## src/next_fit_slot_allocator_core_macros.svh

```systemverilog
// Assertion macros shared by the allocator RTL.
`ifndef NEXT_FIT_SLOT_ALLOCATOR_CORE_MACROS_SVH
`define NEXT_FIT_SLOT_ALLOCATOR_CORE_MACROS_SVH

// Same-cycle implication, sampled on clk_i, off while rst_ni is low.
`define NFSA_ASSERT_SAME(label, ante, cons, msg) \
  label: assert property (@(posedge clk_i) disable iff (!rst_ni) (ante) |-> (cons)) \
    else $error(msg);

// Next-cycle implication, sampled on clk_i, off while rst_ni is low.
`define NFSA_ASSERT_NEXT(label, ante, cons, msg) \
  label: assert property (@(posedge clk_i) disable iff (!rst_ni) (ante) |=> (cons)) \
    else $error(msg);

`endif

```

## src/nfsa_pkg.sv

```systemverilog
package nfsa_pkg;

  localparam int unsigned POOL_SIZE = 1024;
  localparam int unsigned IDX_W     = $clog2(POOL_SIZE);
  localparam int unsigned CNT_W     = IDX_W + 1;
  localparam int unsigned WORD_W    = 32;
  localparam int unsigned BIT_W     = $clog2(WORD_W);
  localparam int unsigned NUM_WORDS = POOL_SIZE / WORD_W;
  localparam int unsigned WADDR_W   = $clog2(NUM_WORDS);

  localparam logic [CNT_W-1:0] POOL_FULL = CNT_W'(POOL_SIZE);

  localparam logic REQ_ALLOC = 1'b0;
  localparam logic REQ_FREE  = 1'b1;

  typedef enum logic [1:0] {
    ST_OK       = 2'd0,
    ST_FULL     = 2'd1,
    ST_RANGE    = 2'd2,
    ST_NOT_USED = 2'd3
  } status_e;

  typedef struct packed {
    logic             req_type;
    logic [IDX_W-1:0] slot_index;
  } req_t;

  typedef struct packed {
    status_e          status;
    logic [IDX_W-1:0] granted_index;
    logic [CNT_W-1:0] used_count;
  } res_t;

  // Bits below position b are set.
  function automatic logic [WORD_W-1:0] lt_mask(input logic [BIT_W-1:0] b);
    logic [WORD_W-1:0] m;
    for (int j = 0; j < WORD_W; j++) begin
      m[j] = (BIT_W'(j) < b);
    end
    return m;
  endfunction

  // Position of the lowest set bit; zero when the word is empty.
  function automatic logic [BIT_W-1:0] first_set(input logic [WORD_W-1:0] w);
    logic [BIT_W-1:0] p;
    p = '0;
    for (int j = WORD_W - 1; j >= 0; j--) begin
      if (w[j]) begin
        p = BIT_W'(j);
      end
    end
    return p;
  endfunction

endpackage

```

## src/next_fit_slot_allocator_core.sv

```systemverilog
// A free reads its bitmap word in S_RD and checks and clears the slot in S_EV; a rejected
// free, or an allocate on an empty pool, is answered from S_IDLE without a RAM read.
// An allocate passes through S_RD then S_EV for each of the W 32-slot bitmap words
// it visits (1 to 33), each read from RAM and evaluated by the one scan unit.
// One request at a time: busy stays high until the result strobe is issued, and
// done_o pulses for one cycle. Reset (async, active low) clears all slot flags at once.
`include "next_fit_slot_allocator_core_macros.svh"

module next_fit_slot_allocator_core
  import nfsa_pkg::*;
(
  input  logic             clk_i,
  input  logic             rst_ni,
  input  logic             start,
  output logic             busy,
  input  req_t             req_i,
  output logic             done_o,
  output res_t             res_o,
  input  logic             cfg_valid_i,
  output logic             cfg_ready_o,
  input  logic [CNT_W-1:0] cfg_data_i
);

  localparam logic [1:0] S_IDLE = 2'd0;
  localparam logic [1:0] S_RD   = 2'd1;
  localparam logic [1:0] S_EV   = 2'd2;

  logic [1:0]           state_q, state_d;
  logic [CNT_W-1:0]     pool_q, pool_d;
  logic [IDX_W-1:0]     cursor_q, cursor_d;
  logic [CNT_W-1:0]     used_q, used_d;
  logic [NUM_WORDS-1:0] row_vld_q, row_vld_d;
  logic                 op_q, op_d;
  logic [WADDR_W-1:0]   addr_q, addr_d;
  logic [BIT_W-1:0]     bit_q, bit_d;
  logic                 wrapped_q, wrapped_d;
  logic                 done_q, done_d;
  res_t                 res_q, res_d;

  logic [CNT_W-1:0]     n_eff;
  logic [CNT_W-1:0]     n_m1;
  logic [WADDR_W-1:0]   last_word;
  logic [WADDR_W-1:0]   cur_word;
  logic [WORD_W-1:0]    rd_data;
  logic [WORD_W-1:0]    word;
  logic [WORD_W-1:0]    hi_mask;
  logic [WORD_W-1:0]    lt_cur;
  logic [WORD_W-1:0]    cand;
  logic                 found;
  logic [BIT_W-1:0]     pos;
  logic [IDX_W-1:0]     got_idx;
  logic [CNT_W-1:0]     got_next;
  logic [WORD_W-1:0]    onehot;
  logic                 ram_we;
  logic [WORD_W-1:0]    ram_wdata;
  logic                 accept;

  assign accept      = start && (state_q == S_IDLE);
  assign busy        = (state_q != S_IDLE);
  // A pool size write never lands in the same cycle as a new request.
  assign cfg_ready_o = (state_q == S_IDLE) && !start;
  assign done_o      = done_q;
  assign res_o       = res_q;

  // Active slot count saturates at the pool size.
  assign n_eff     = (pool_q > POOL_FULL) ? POOL_FULL : pool_q;
  assign n_m1      = n_eff - CNT_W'(1);
  assign last_word = n_m1[IDX_W-1:BIT_W];
  assign cur_word  = cursor_q[IDX_W-1:BIT_W];

  nfsa_ram #(
    .WIDTH(WORD_W),
    .DEPTH(NUM_WORDS)
  ) u_bitmap (
    .clk_i   (clk_i),
    .we_i    (ram_we),
    .waddr_i (addr_q),
    .wdata_i (ram_wdata),
    .raddr_i (addr_q),
    .rdata_o (rd_data)
  );

  // A row never written since reset reads as all free.
  assign word   = row_vld_q[addr_q] ? rd_data : '0;
  assign onehot = WORD_W'(1) << bit_q;

  // Scan unit: free slots of the current word inside the active pool and on
  // the proper side of the cursor for this pass.
  always_comb begin
    if ({1'b0, addr_q} < n_eff[CNT_W-1:BIT_W]) begin
      hi_mask = '1;
    end else if ({1'b0, addr_q} == n_eff[CNT_W-1:BIT_W]) begin
      hi_mask = lt_mask(n_eff[BIT_W-1:0]);
    end else begin
      hi_mask = '0;
    end
    if (addr_q < cur_word) begin
      lt_cur = '1;
    end else if (addr_q == cur_word) begin
      lt_cur = lt_mask(cursor_q[BIT_W-1:0]);
    end else begin
      lt_cur = '0;
    end
    cand     = ~word & hi_mask & (wrapped_q ? lt_cur : ~lt_cur);
    found    = |cand;
    pos      = first_set(cand);
    got_idx  = {addr_q, pos};
    got_next = {1'b0, got_idx} + CNT_W'(1);
  end

  always_comb begin
    state_d   = state_q;
    pool_d    = pool_q;
    cursor_d  = cursor_q;
    used_d    = used_q;
    row_vld_d = row_vld_q;
    op_d      = op_q;
    addr_d    = addr_q;
    bit_d     = bit_q;
    wrapped_d = wrapped_q;
    done_d    = 1'b0;
    res_d     = res_q;
    ram_we    = 1'b0;
    ram_wdata = word;

    case (state_q)
      S_IDLE: begin
        if (cfg_valid_i && cfg_ready_o) begin
          pool_d = cfg_data_i;
        end
        if (accept) begin
          op_d                = req_i.req_type;
          wrapped_d           = 1'b0;
          res_d.granted_index = '0;
          res_d.used_count    = used_q;
          if (req_i.req_type == REQ_ALLOC) begin
            if (n_eff == '0) begin
              res_d.status = ST_FULL;
              done_d       = 1'b1;
            end else if ({1'b0, cursor_q} >= n_m1) begin
              cursor_d = '0;
              addr_d   = '0;
              state_d  = S_RD;
            end else begin
              addr_d  = cur_word;
              state_d = S_RD;
            end
          end else begin
            if ({1'b0, req_i.slot_index} >= n_eff) begin
              res_d.status = ST_RANGE;
              done_d       = 1'b1;
            end else begin
              addr_d  = req_i.slot_index[IDX_W-1:BIT_W];
              bit_d   = req_i.slot_index[BIT_W-1:0];
              state_d = S_RD;
            end
          end
        end
      end

      S_RD: begin
        state_d = S_EV;
      end

      S_EV: begin
        if (op_q == REQ_ALLOC) begin
          if (found) begin
            ram_we              = 1'b1;
            ram_wdata           = word | (WORD_W'(1) << pos);
            row_vld_d[addr_q]   = 1'b1;
            used_d              = used_q + CNT_W'(1);
            cursor_d            = (got_next >= n_eff) ? '0 : got_next[IDX_W-1:0];
            res_d.status        = ST_OK;
            res_d.granted_index = got_idx;
            res_d.used_count    = used_q + CNT_W'(1);
            done_d              = 1'b1;
            state_d             = S_IDLE;
          end else if (!wrapped_q && (addr_q == last_word)) begin
            // End of the active pool: continue from slot zero up to the cursor.
            wrapped_d = 1'b1;
            addr_d    = '0;
            state_d   = S_RD;
          end else if (wrapped_q && (addr_q == cur_word)) begin
            res_d.status = ST_FULL;
            done_d       = 1'b1;
            state_d      = S_IDLE;
          end else begin
            addr_d  = addr_q + WADDR_W'(1);
            state_d = S_RD;
          end
        end else begin
          if (word[bit_q]) begin
            ram_we            = 1'b1;
            ram_wdata         = word & ~onehot;
            row_vld_d[addr_q] = 1'b1;
            used_d            = (used_q != '0) ? used_q - CNT_W'(1) : used_q;
            res_d.status      = ST_OK;
            res_d.used_count  = used_d;
          end else begin
            res_d.status = ST_NOT_USED;
          end
          done_d  = 1'b1;
          state_d = S_IDLE;
        end
      end

      default: begin
        state_d = S_IDLE;
      end
    endcase
  end

  always_ff @(posedge clk_i or negedge rst_ni) begin
    if (!rst_ni) begin
      state_q   <= S_IDLE;
      pool_q    <= POOL_FULL;
      cursor_q  <= '0;
      used_q    <= '0;
      row_vld_q <= '0;
      op_q      <= REQ_ALLOC;
      addr_q    <= '0;
      bit_q     <= '0;
      wrapped_q <= 1'b0;
      done_q    <= 1'b0;
    end else begin
      state_q   <= state_d;
      pool_q    <= pool_d;
      cursor_q  <= cursor_d;
      used_q    <= used_d;
      row_vld_q <= row_vld_d;
      op_q      <= op_d;
      addr_q    <= addr_d;
      bit_q     <= bit_d;
      wrapped_q <= wrapped_d;
      done_q    <= done_d;
    end
  end

  always_ff @(posedge clk_i) begin
    res_q <= res_d;
  end

  `NFSA_ASSERT_SAME(a_done_idle, done_q, !busy, "result issued while still busy")
  `NFSA_ASSERT_NEXT(a_accept_progress, start && !busy, busy || done_q,
                    "accepted request neither started nor answered")
  `NFSA_ASSERT_SAME(a_count_bound, 1'b1, used_q <= POOL_FULL,
                    "used count exceeds pool size")
  `NFSA_ASSERT_SAME(a_grant_ok, done_q && (res_q.granted_index != '0),
                    res_q.status == ST_OK, "nonzero grant without ok status")

endmodule

```

## src/nfsa_ram.sv

```systemverilog
module nfsa_ram #(
  parameter int unsigned WIDTH = 32,
  parameter int unsigned DEPTH = 32,
  parameter int unsigned AW    = $clog2(DEPTH)
) (
  input  logic             clk_i,
  input  logic             we_i,
  input  logic [AW-1:0]    waddr_i,
  input  logic [WIDTH-1:0] wdata_i,
  input  logic [AW-1:0]    raddr_i,
  output logic [WIDTH-1:0] rdata_o
);

  logic [WIDTH-1:0] mem_q [DEPTH];
  logic [WIDTH-1:0] rdata_q;

  always_ff @(posedge clk_i) begin
    if (we_i) begin
      mem_q[waddr_i] <= wdata_i;
    end
    rdata_q <= mem_q[raddr_i];
  end

  assign rdata_o = rdata_q;

endmodule

```

## config.mk

```make
export PLATFORM = sky130hd
export DESIGN_NAME = next_fit_slot_allocator_core
export DESIGN_NICKNAME = d
export VERILOG_FILES = /design/src/nfsa_pkg.sv /design/src/next_fit_slot_allocator_core.sv /design/src/nfsa_ram.sv
export VERILOG_INCLUDE_DIRS = /design/src /design/src/src
export SDC_FILE = /design/constraint.sdc
export NUM_CORES = 1
export LEC_CHECK = 0
export BUFFER_PORTS_ARGS = -buffer_cell sky130_fd_sc_hd__buf_2
export CORE_MARGIN = 2
export CORE_UTILIZATION = 60
export DETAILED_ROUTE_END_ITERATION = 12
export GPL_TIMING_DRIVEN = 0
export MAX_ROUTING_LAYER = met4
export PLACE_DENSITY_LB_ADDON = 0.15
export SETUP_SLACK_MARGIN = 0.15
export SYNTH_ARGS = -nofsm -noshare
export SYNTH_HDL_FRONTEND = slang
export SYNTH_SLANG_ARGS = --single-unit
export TNS_END_PERCENT = 10
```

## constraint.sdc

```tcl
create_clock -name clk_i -period 8.66 [get_ports clk_i]
set_input_delay 0.866 -clock clk_i [delete_from_list [all_inputs] [get_ports clk_i]]
set_output_delay 0.866 -clock clk_i [all_outputs]
set_load 0.01 [all_outputs]
```

* After elaboration in Yosys (flattened, before gate mapping) *
Memories as Yosys holds them, arrays and structs flattened. A register that Yosys moved wholly into a read port is not among the register bits.
Index checks and enable logic that the tools add are counted.
W data, S select, Z words.

word-level totals
  register bits after elaboration = 102
  bits in latches = 0
  memory bits (writable) = 1024
  ROM bits = 0
  input bits = 26
  output and inout bits = 26
  logic and storage cells = 268
  memories = 1

memory list
  memory          words  width  rd ports  clocked after Yosys merged registers in  write ports  RTL line        text
  u_bitmap.mem_q  32     32     1         1                                        1            nfsa_ram.sv:14  logic [WIDTH-1:0] mem_q [DEPTH];

cells by class
  add/sub/neg operators = 5
  $mul = 0
  divide/modulo/power cells = 0
  magnitude comparators = 73
  eq/ne operators = 23
  shift operators = 2
  mux-type cells = 116
  bitwise operators = 9
  reduce and logical (&&, ||, !) cells = 26

operators by type and width
  cell                     count
  $mux W32                 13
  $mux W5                  41
  $lt A5 B5 Y1 const A     32
  $and A32 B32 Y32         3
  $not A32 Y32             3
  $lt A4 B5 Y1 const A     16
  $mux W10                 8
  $mux W11                 6
  $or A32 B32 Y32          2
  $shl A1 B5 Y32 const A   2
  $pmux W23 S2             1
  $lt A3 B5 Y1 const A     8
  $reduce_or A32 Y1        1
  $mux W2                  13
  $mux W1                  24
  $mux W23                 1
  $ge A10 B11 Y1           2
  $sub A11 B1 Y11 const B  2
  $mux W21                 1
  $lt A1 B5 Y1 const A     4
  $lt A2 B5 Y1 const A     4
  $pmux W10 S2             1
  $ne A3 B3 Y1 const B     5
  $ne A2 B2 Y1 const B     7
  other kinds (34)         54

* Logic depth before layout (Yosys ltp) *
  depth in word-level cells = 45
  depth in mapped cells = 31
  mapped depth without buffers = 28

* By module *
From an unflattened synthesis, not the netlist that was laid out.

second synthesis, totals
  cell total of the unflattened synthesis = 3417
  area total of the unflattened synthesis = 50218.2 µm²

modules (own cells, without submodules)
  module                        times used  cells an instance  area each (µm²)  seq. area each (µm²)
  nfsa_ram                      1           2260               40487.6          31390.1
  next_fit_slot_allocator_core  1           1157               9730.6           2668.8

* Least setup slack after synthesis *
Ideal clock, no wire load.

  path kind = reg2reg
  start = reg pool_q[10]
  end = reg cursor_q[8]
  setup time = 69 ps
  arrival = 6135 ps
  slack = 2456 ps
  stages on the path, launching flop included = 31
  clock period less this slack = 6204 ps
  cells stage by stage = dfstp_2 clkbuf_1 clkbuf_1 inv_1 nand2_1 ha_1 and4b_1 o311a_1 nor2_1 o21ai_0 nor3_1 or3_1 or3_1 a221oi_1 o41ai_2 buf_2 ha_1 inv_1 ha_1 nor2b_1 o21a_1 o21a_1 o21a_1 o21a_1 o21ai_0 a21boi_0 o21ai_0 a21oi_1 or2_0 or3_1 nand3_1

on the way
  word-level cells in the longest chain between the ends = 45

ends and longest elaborated chain
  element                                       RTL line                                            text
  start: declaration                            next_fit_slot_allocator_core.sv:29                  logic [CNT_W-1:0] pool_q, pool_d;
  start signal: assignment                      next_fit_slot_allocator_core.sv:227                 pool_q <= pool_d;
  $gt A11 B11 Y1                                next_fit_slot_allocator_core.sv:66                  assign n_eff = (pool_q > POOL_FULL) ? POOL_FULL : pool_q;
  $mux W11 (*)                                  next_fit_slot_allocator_core.sv:66
  $lt A5 B5 Y1 or $eq A5 B6 Y1 (tied branches)  nfsa_pkg.sv:38, next_fit_slot_allocator_core.sv:92
  $mux W32                                      next_fit_slot_allocator_core.sv:92                  end else if ({1'b0, addr_q} == n_eff[CNT_W-1:BIT_W]) begin
  $mux W32                                      next_fit_slot_allocator_core.sv:90                  if ({1'b0, addr_q} < n_eff[CNT_W-1:BIT_W]) begin
  $and A32 B32 Y32 (2 in series)                next_fit_slot_allocator_core.sv:104                 cand = ~word & hi_mask & (wrapped_q ? lt_cur : ~lt_cur);
  $mux W5 (32 in series)                        nfsa_pkg.sv:48                                      if (w[j]) begin
  $add A10 B1 Y11                               next_fit_slot_allocator_core.sv:108                 got_next = {1'b0, got_idx} + CNT_W'(1);
  $ge A11 B11 Y1                                next_fit_slot_allocator_core.sv:172                 cursor_d = (got_next >= n_eff) ? '0 : got_next[IDX_W-1:0];
  $mux W10                                      next_fit_slot_allocator_core.sv:172
  $mux W10                                      next_fit_slot_allocator_core.sv:167                 if (found) begin
  $mux W10                                      next_fit_slot_allocator_core.sv:166                 if (op_q == REQ_ALLOC) begin
  $pmux W10 S2                                  next_fit_slot_allocator_core.sv:126                 case (state_q)
  end signal: assignment                        next_fit_slot_allocator_core.sv:228                 cursor_q <= cursor_d;
  end: declaration                              next_fit_slot_allocator_core.sv:30                  logic [IDX_W-1:0] cursor_q, cursor_d;

Every way passes the cells marked *; elsewhere a longest branch is shown, timed or not. The select of a mux whose other input is x is not followed.
A chain may end at the register's enable or synchronous reset.

* Worst setup path in the final report *
  start = reg pool_q[10]
  end = mem u_bitmap.mem_q[12][4] (enable)

on the way
  word-level cells in the longest chain between the ends = 13

ends and longest elaborated chain
  element                                     RTL line                             text
  $gt A11 B11 Y1                              next_fit_slot_allocator_core.sv:66
  $mux W11 (*)                                next_fit_slot_allocator_core.sv:66
  $lt A1 B5 Y1, or another cell as far along  nfsa_pkg.sv:38                       m[j] = (BIT_W'(j) < b);
  $mux W32                                    next_fit_slot_allocator_core.sv:92
  $mux W32 (*)                                next_fit_slot_allocator_core.sv:90
  $and A32 B32 Y32 (*) (2 in series)          next_fit_slot_allocator_core.sv:104
  $reduce_or A32 Y1 (*)                       next_fit_slot_allocator_core.sv:105  found = |cand;
  $mux W1 (*)                                 next_fit_slot_allocator_core.sv:167
  $mux W1 (*)                                 next_fit_slot_allocator_core.sv:166
  $mux W1 (*)                                 next_fit_slot_allocator_core.sv:126
  $mux W1 (*)                                 nfsa_ram.sv:18                       if (we_i) begin
  $mux W1 (not written as such) (*)           nfsa_ram.sv:19                       mem_q[waddr_i] <= wdata_i;
  end: declaration                            nfsa_ram.sv:14

Every way passes the cells marked *; elsewhere a longest branch is shown, timed or not.

==> run summary <==
The flow ran to the end, and the final reports show no timing, DRC or antenna violations. The number of failing hold endpoints at the final stage was 0; the post-route minimum period was 7.97 ns. The floorplan has 104 rows. The Yosys step of the flow raised 0 warnings. The initial antenna violation count was 2.

The worst slew margin relative to its limit was 0.0831. The run gives 3 as the maximum clock insertion buffer count. The number of global-route vias before repair was 29,231; the area of the core was 80,400 um^2. The tools report the global-route usage over all layers as 0.378. Setup repair after global routing left no endpoint under its margin. The congestion estimate from routability-driven global placement came to 0.997. Clock tree synthesis inserted a total of 112 buffers. The tools report the proportion of synthesized chip area in sequential cells as 0.699. After synthesis, the cell types taking the most area are sky130_fd_sc_hd__edfxtp_1 65%, sky130_fd_sc_hd__mux4_2 13%, sky130_fd_sc_hd__dfrtp_1 4.0%, sky130_fd_sc_hd__ha_1 1.3%, sky130_fd_sc_hd__dfxtp_1 1.3%. The clock network latency to the later pin of the worst-skew pair was 0.73 ns. The critical path launch point type is a flop.

The signal on the critical path passes through clkbuf_2, clkbuf_2, inv_1, nand2_1, ha_1, and4b_1, o311a_1, nor2_2, clkbuf_1, a31oi_2, nor2_1, a221o_1, nor4b_1, nand4b_1, o21ai_1, nor2_2, nand2_1, buf_2, nor2_4, buf_16, buf_16. Before CTS, the worst setup slack after placement is 0.187 ns. The logs give 8.40 ns for the critical path data arrival time and 53 for the maximum number of pins on one net before global-route repair. For the global-route wire length before repair, the log shows 212,000 um. 0 antenna diodes ended up in the layout. In this run, the number of DRC markers left after iteration 0 of detailed routing was 4,285. The worst setup path is captured at a flop. The overall die area was 83,500 um^2; the largest fanout of any net on the critical path was 13. Number of cells produced by synthesis: 2,784. The worst-case reg-to-reg path depth came out at 21. Static timing analysis puts the maximum clock frequency at 0.125 GHz.

Max-cap violations in this run came to 0. Slowest cell on the critical path: sky130_fd_sc_hd__nor4b_1. The classification of the worst setup path was reg -> reg.

The floorplan step set the die width to 289 um. After detailed routing, the average wire length per cell comes to 36.1 um. The async set-reset flop share out of synthesis came out at 0.0682. The H-tree generated during clock tree synthesis spans 3 levels. The register bit count reported by yosys works out to 1,158. Counting both buffers and inverters, the worst setup path holds a total of 7. Detailed-router iteration count before antenna repair: 5. Summed over all layers, the global routing overflow is 0. The commonest register cell after synthesis is sky130_fd_sc_hd__edfxtp_1. The net count after synthesis is 2,862.

The number of clock sinks is 1,158, and the layout overhead on the synthesized area is 13.8%. The I/O pin total is 52, and the flop-to-flop setup slack is 0.69 ns. The share of cells above drive strength 1 was 0.216; the average cell area after synthesis was 17.5 um^2. The routed layout has 29,577 vias. The tools report the maximum resistive drop on vdd as 280 uV. The cell class contributing the biggest share of worst-path delay is simple AND/OR/NAND/NOR gates. The run gives 0 as the count of pins over their slew limit. Power spread over the standard cell area amounts to 404 nW/um^2. Worst hold path class: in -> async.

Excluding fillers, the count of instances in the completed layout stands at 4,157. The cell sitting at the root of the clock tree is a sky130_fd_sc_hd__clkbuf_16. The dominant cell by count in the synthesized netlist is sky130_fd_sc_hd__edfxtp_1.

The slew at the pin closest to its max-slew limit came out at 1.38 ns. The die extent in y is 289 um, and the detailed placement HPWL is 99,600 um. In this run the post-CTS setup repair buffer count came out at 0. For the number of failing setup endpoints in the final timing report, the log shows 0.

Final routed wirelength across all metal layers: 150,000 um. STA puts the critical path data required time at 9.08 ns. In this run the static leakage power is 18.1 nW. The biggest area contributor in the post-synthesis netlist is sky130_fd_sc_hd__edfxtp_1. The run gives 0 as the hold buffer count at CTS. The tools report the smallest setup slack after layout as 0.685 ns. Across the routed clock network, the largest skew measured is 0.0646 ns.

The number of nets with antenna violations after routing was 0; the number of enable flip-flop cells after synthesis was 1,047. Portion of the clock cycle consumed by the worst path in the final layout: 0.921. TritonCTS built the clock tree.

Final-layout fill cell count: 5,020. Counting buffers and inverters, the worst setup path is 21 cells deep. The largest single stage delay on the critical path is 1.07 ns. Area share of the largest cell type after synthesis: 0.645. The clock transition at the register clock pins on the worst setup and hold paths after CTS is 0.06 ns. In the routed design, unresolved DRC markers number 0. The endpoint identified for the worst register-to-register timing path is u_bitmap.mem_q[12][4]$_DFFE_PP_.

The final design utilization is 0.689, and the net count of the finished layout is 3,079. The quantity of I/O buffers inserted on ports works out to 51. The cell count after placement was 3,946. The effective utilization at floorplan came out at 0.606.

After synthesis the cells add up to 48,700 um^2. Sorting the synthesized cells by how often they occur yields 1,047 x sky130_fd_sc_hd__edfxtp_1, 279 x sky130_fd_sc_hd__mux4_2, 164 x sky130_fd_sc_hd__nand2_1, 133 x sky130_fd_sc_hd__nor2_1, 103 x sky130_fd_sc_hd__clkbuf_1. The via-per-instance ratio was 7.11; the unique cell type count in the Yosys netlist was 94. In this run the critical register-to-register path is launched from pool_q[10]$_DFFE_PN1P_.
[metal layers]
metal,up-vias,track usage,wire (um)
met5,-,-,0
met4,0,0.154,7110
met3,388,0.0742,16900
met2,2116,0.568,70300
met1,15270,0.515,55900
li1,11803,-,-
[how the worst max path moves through the flow]
stage | startpoint | endpoint | slack (ns)
2_1_floorplan | pool_q[10]$_DFFE_PN1P_ | cursor_q[8]$_DFFE_PN0P_ | 2.46
3_3_place_gp | pool_q[10]$_DFFE_PN1P_ | u_bitmap.mem_q[31][20]$_DFFE_PP_ | -2.05
3_5_place_dp | pool_q[10]$_DFFE_PN1P_ | cursor_q[8]$_DFFE_PN0P_ | 0.19
4_1_cts | pool_q[10]$_DFFE_PN1P_ | cursor_q[8]$_DFFE_PN0P_ | 0.27
5_1_grt | pool_q[10]$_DFFE_PN1P_ | cursor_q[8]$_DFFE_PN0P_ | 0.22
6_report | pool_q[10]$_DFFE_PN1P_ | u_bitmap.mem_q[12][4]$_DFFE_PP_ | 0.69
[kinds of logic (layout without fill, tap and decap cells)]
kind of cell    count (synthesis)  in the layout  synth area share
compound gates                438            438            0.0661
xor+xnor                       65             65            0.0118
fa+ha+maj                      52             52            0.0134
buf+inv                       202            515            0.0161
flops                        1158           1158             0.699
mux                           332            332             0.140
simple gates                  537            537            0.0531
[final cells by class]
type | instances | area [um^2] | area share
buffer | 154 | 607 | 0.0110
clock buffer | 149 | 3080 | 0.0556
clock inverter | 61 | 677 | 0.0122
inverter | 48 | 180 | 0.00325
sequential | 1158 | 34100 | 0.615
timing repair buffer | 103 | 1280 | 0.0231
tap | 1060 | 1330 | 0.0239
multi-input combinational | 1424 | 14200 | 0.256
[power by group]
part | leakage, nW | switching [mW] | total (mW) | internal, mW
clock network | 1.83 | 2.14 | 4.93 | 2.79
logic | 5.38 | 6.35 | 9.53 | 3.18
registers | 10.9 | 0.382 | 7.93 | 7.55
[stage by stage]
step           area (um^2)  hold WS, ns  power (mW)  setup TNS (ns)
4_1_cts              55400        0.115        22.1               0
6_report             55400        0.115        22.4               0
2_1_floorplan        48700        0.437        13.7               0
3_5_place_dp         51600        0.460        17.2               0
3_3_place_gp         50300        0.454        16.9        -1622.74
5_1_grt              55400        0.144        23.2               0
[placed cells by master, fill, tap and decap left out, types with 48 or more instances in the layout]
cell                           n
sky130_fd_sc_hd__o21ai_0      48
sky130_fd_sc_hd__clkbuf_16   113
sky130_fd_sc_hd__dfrtp_1      78
sky130_fd_sc_hd__clkbuf_1    124
sky130_fd_sc_hd__ha_1         52
sky130_fd_sc_hd__nand2_1     164
sky130_fd_sc_hd__buf_2        64
sky130_fd_sc_hd__edfxtp_1   1047
sky130_fd_sc_hd__a21oi_1      56
sky130_fd_sc_hd__nor2_1       99
sky130_fd_sc_hd__a22oi_1      76
sky130_fd_sc_hd__mux4_2      279
sky130_fd_sc_hd__nand3_1      50
sky130_fd_sc_hd__xnor2_1      58
[worst register-to-register path, cell delays in order, from the launching register on]
cell	delay [ns]
sky130_fd_sc_hd__dfstp_2	0.59
sky130_fd_sc_hd__clkbuf_2	0.23
sky130_fd_sc_hd__clkbuf_2	0.28
sky130_fd_sc_hd__inv_1	0.21
sky130_fd_sc_hd__nand2_1	0.25
sky130_fd_sc_hd__ha_1	0.20
sky130_fd_sc_hd__and4b_1	0.26
sky130_fd_sc_hd__o311a_1	0.43
sky130_fd_sc_hd__nor2_2	0.19
sky130_fd_sc_hd__clkbuf_1	0.31
sky130_fd_sc_hd__a31oi_2	0.35
sky130_fd_sc_hd__nor2_1	0.14
sky130_fd_sc_hd__a221o_1	0.39
sky130_fd_sc_hd__nor4b_1	1.07
sky130_fd_sc_hd__nand4b_1	0.63
sky130_fd_sc_hd__o21ai_1	0.52
sky130_fd_sc_hd__nor2_2	0.19
sky130_fd_sc_hd__nand2_1	0.32
sky130_fd_sc_hd__buf_2	0.48
sky130_fd_sc_hd__nor2_4	0.24
sky130_fd_sc_hd__buf_16	0.26
sky130_fd_sc_hd__buf_16	0.18
[state kept, by name (all words and copies together) (netlist names)]
name / cells
cursor_q: 10
used_q: 11
addr_q: 5
bit_q: 5
res_o: 23
op_q: 1
state_q: 2
u_bitmap.rdata_o: 32
done_o: 1
u_bitmap.mem_q: 1024
row_vld_q: 32
pool_q: 11
wrapped_q: 1
[repair_timing]
action                                  CTS  global route
endpoints found under the setup margin    1           700
gates resized for setup                   1            13
pin swaps                                 0             0
Note: power is estimated with default switching activity, not from simulation.
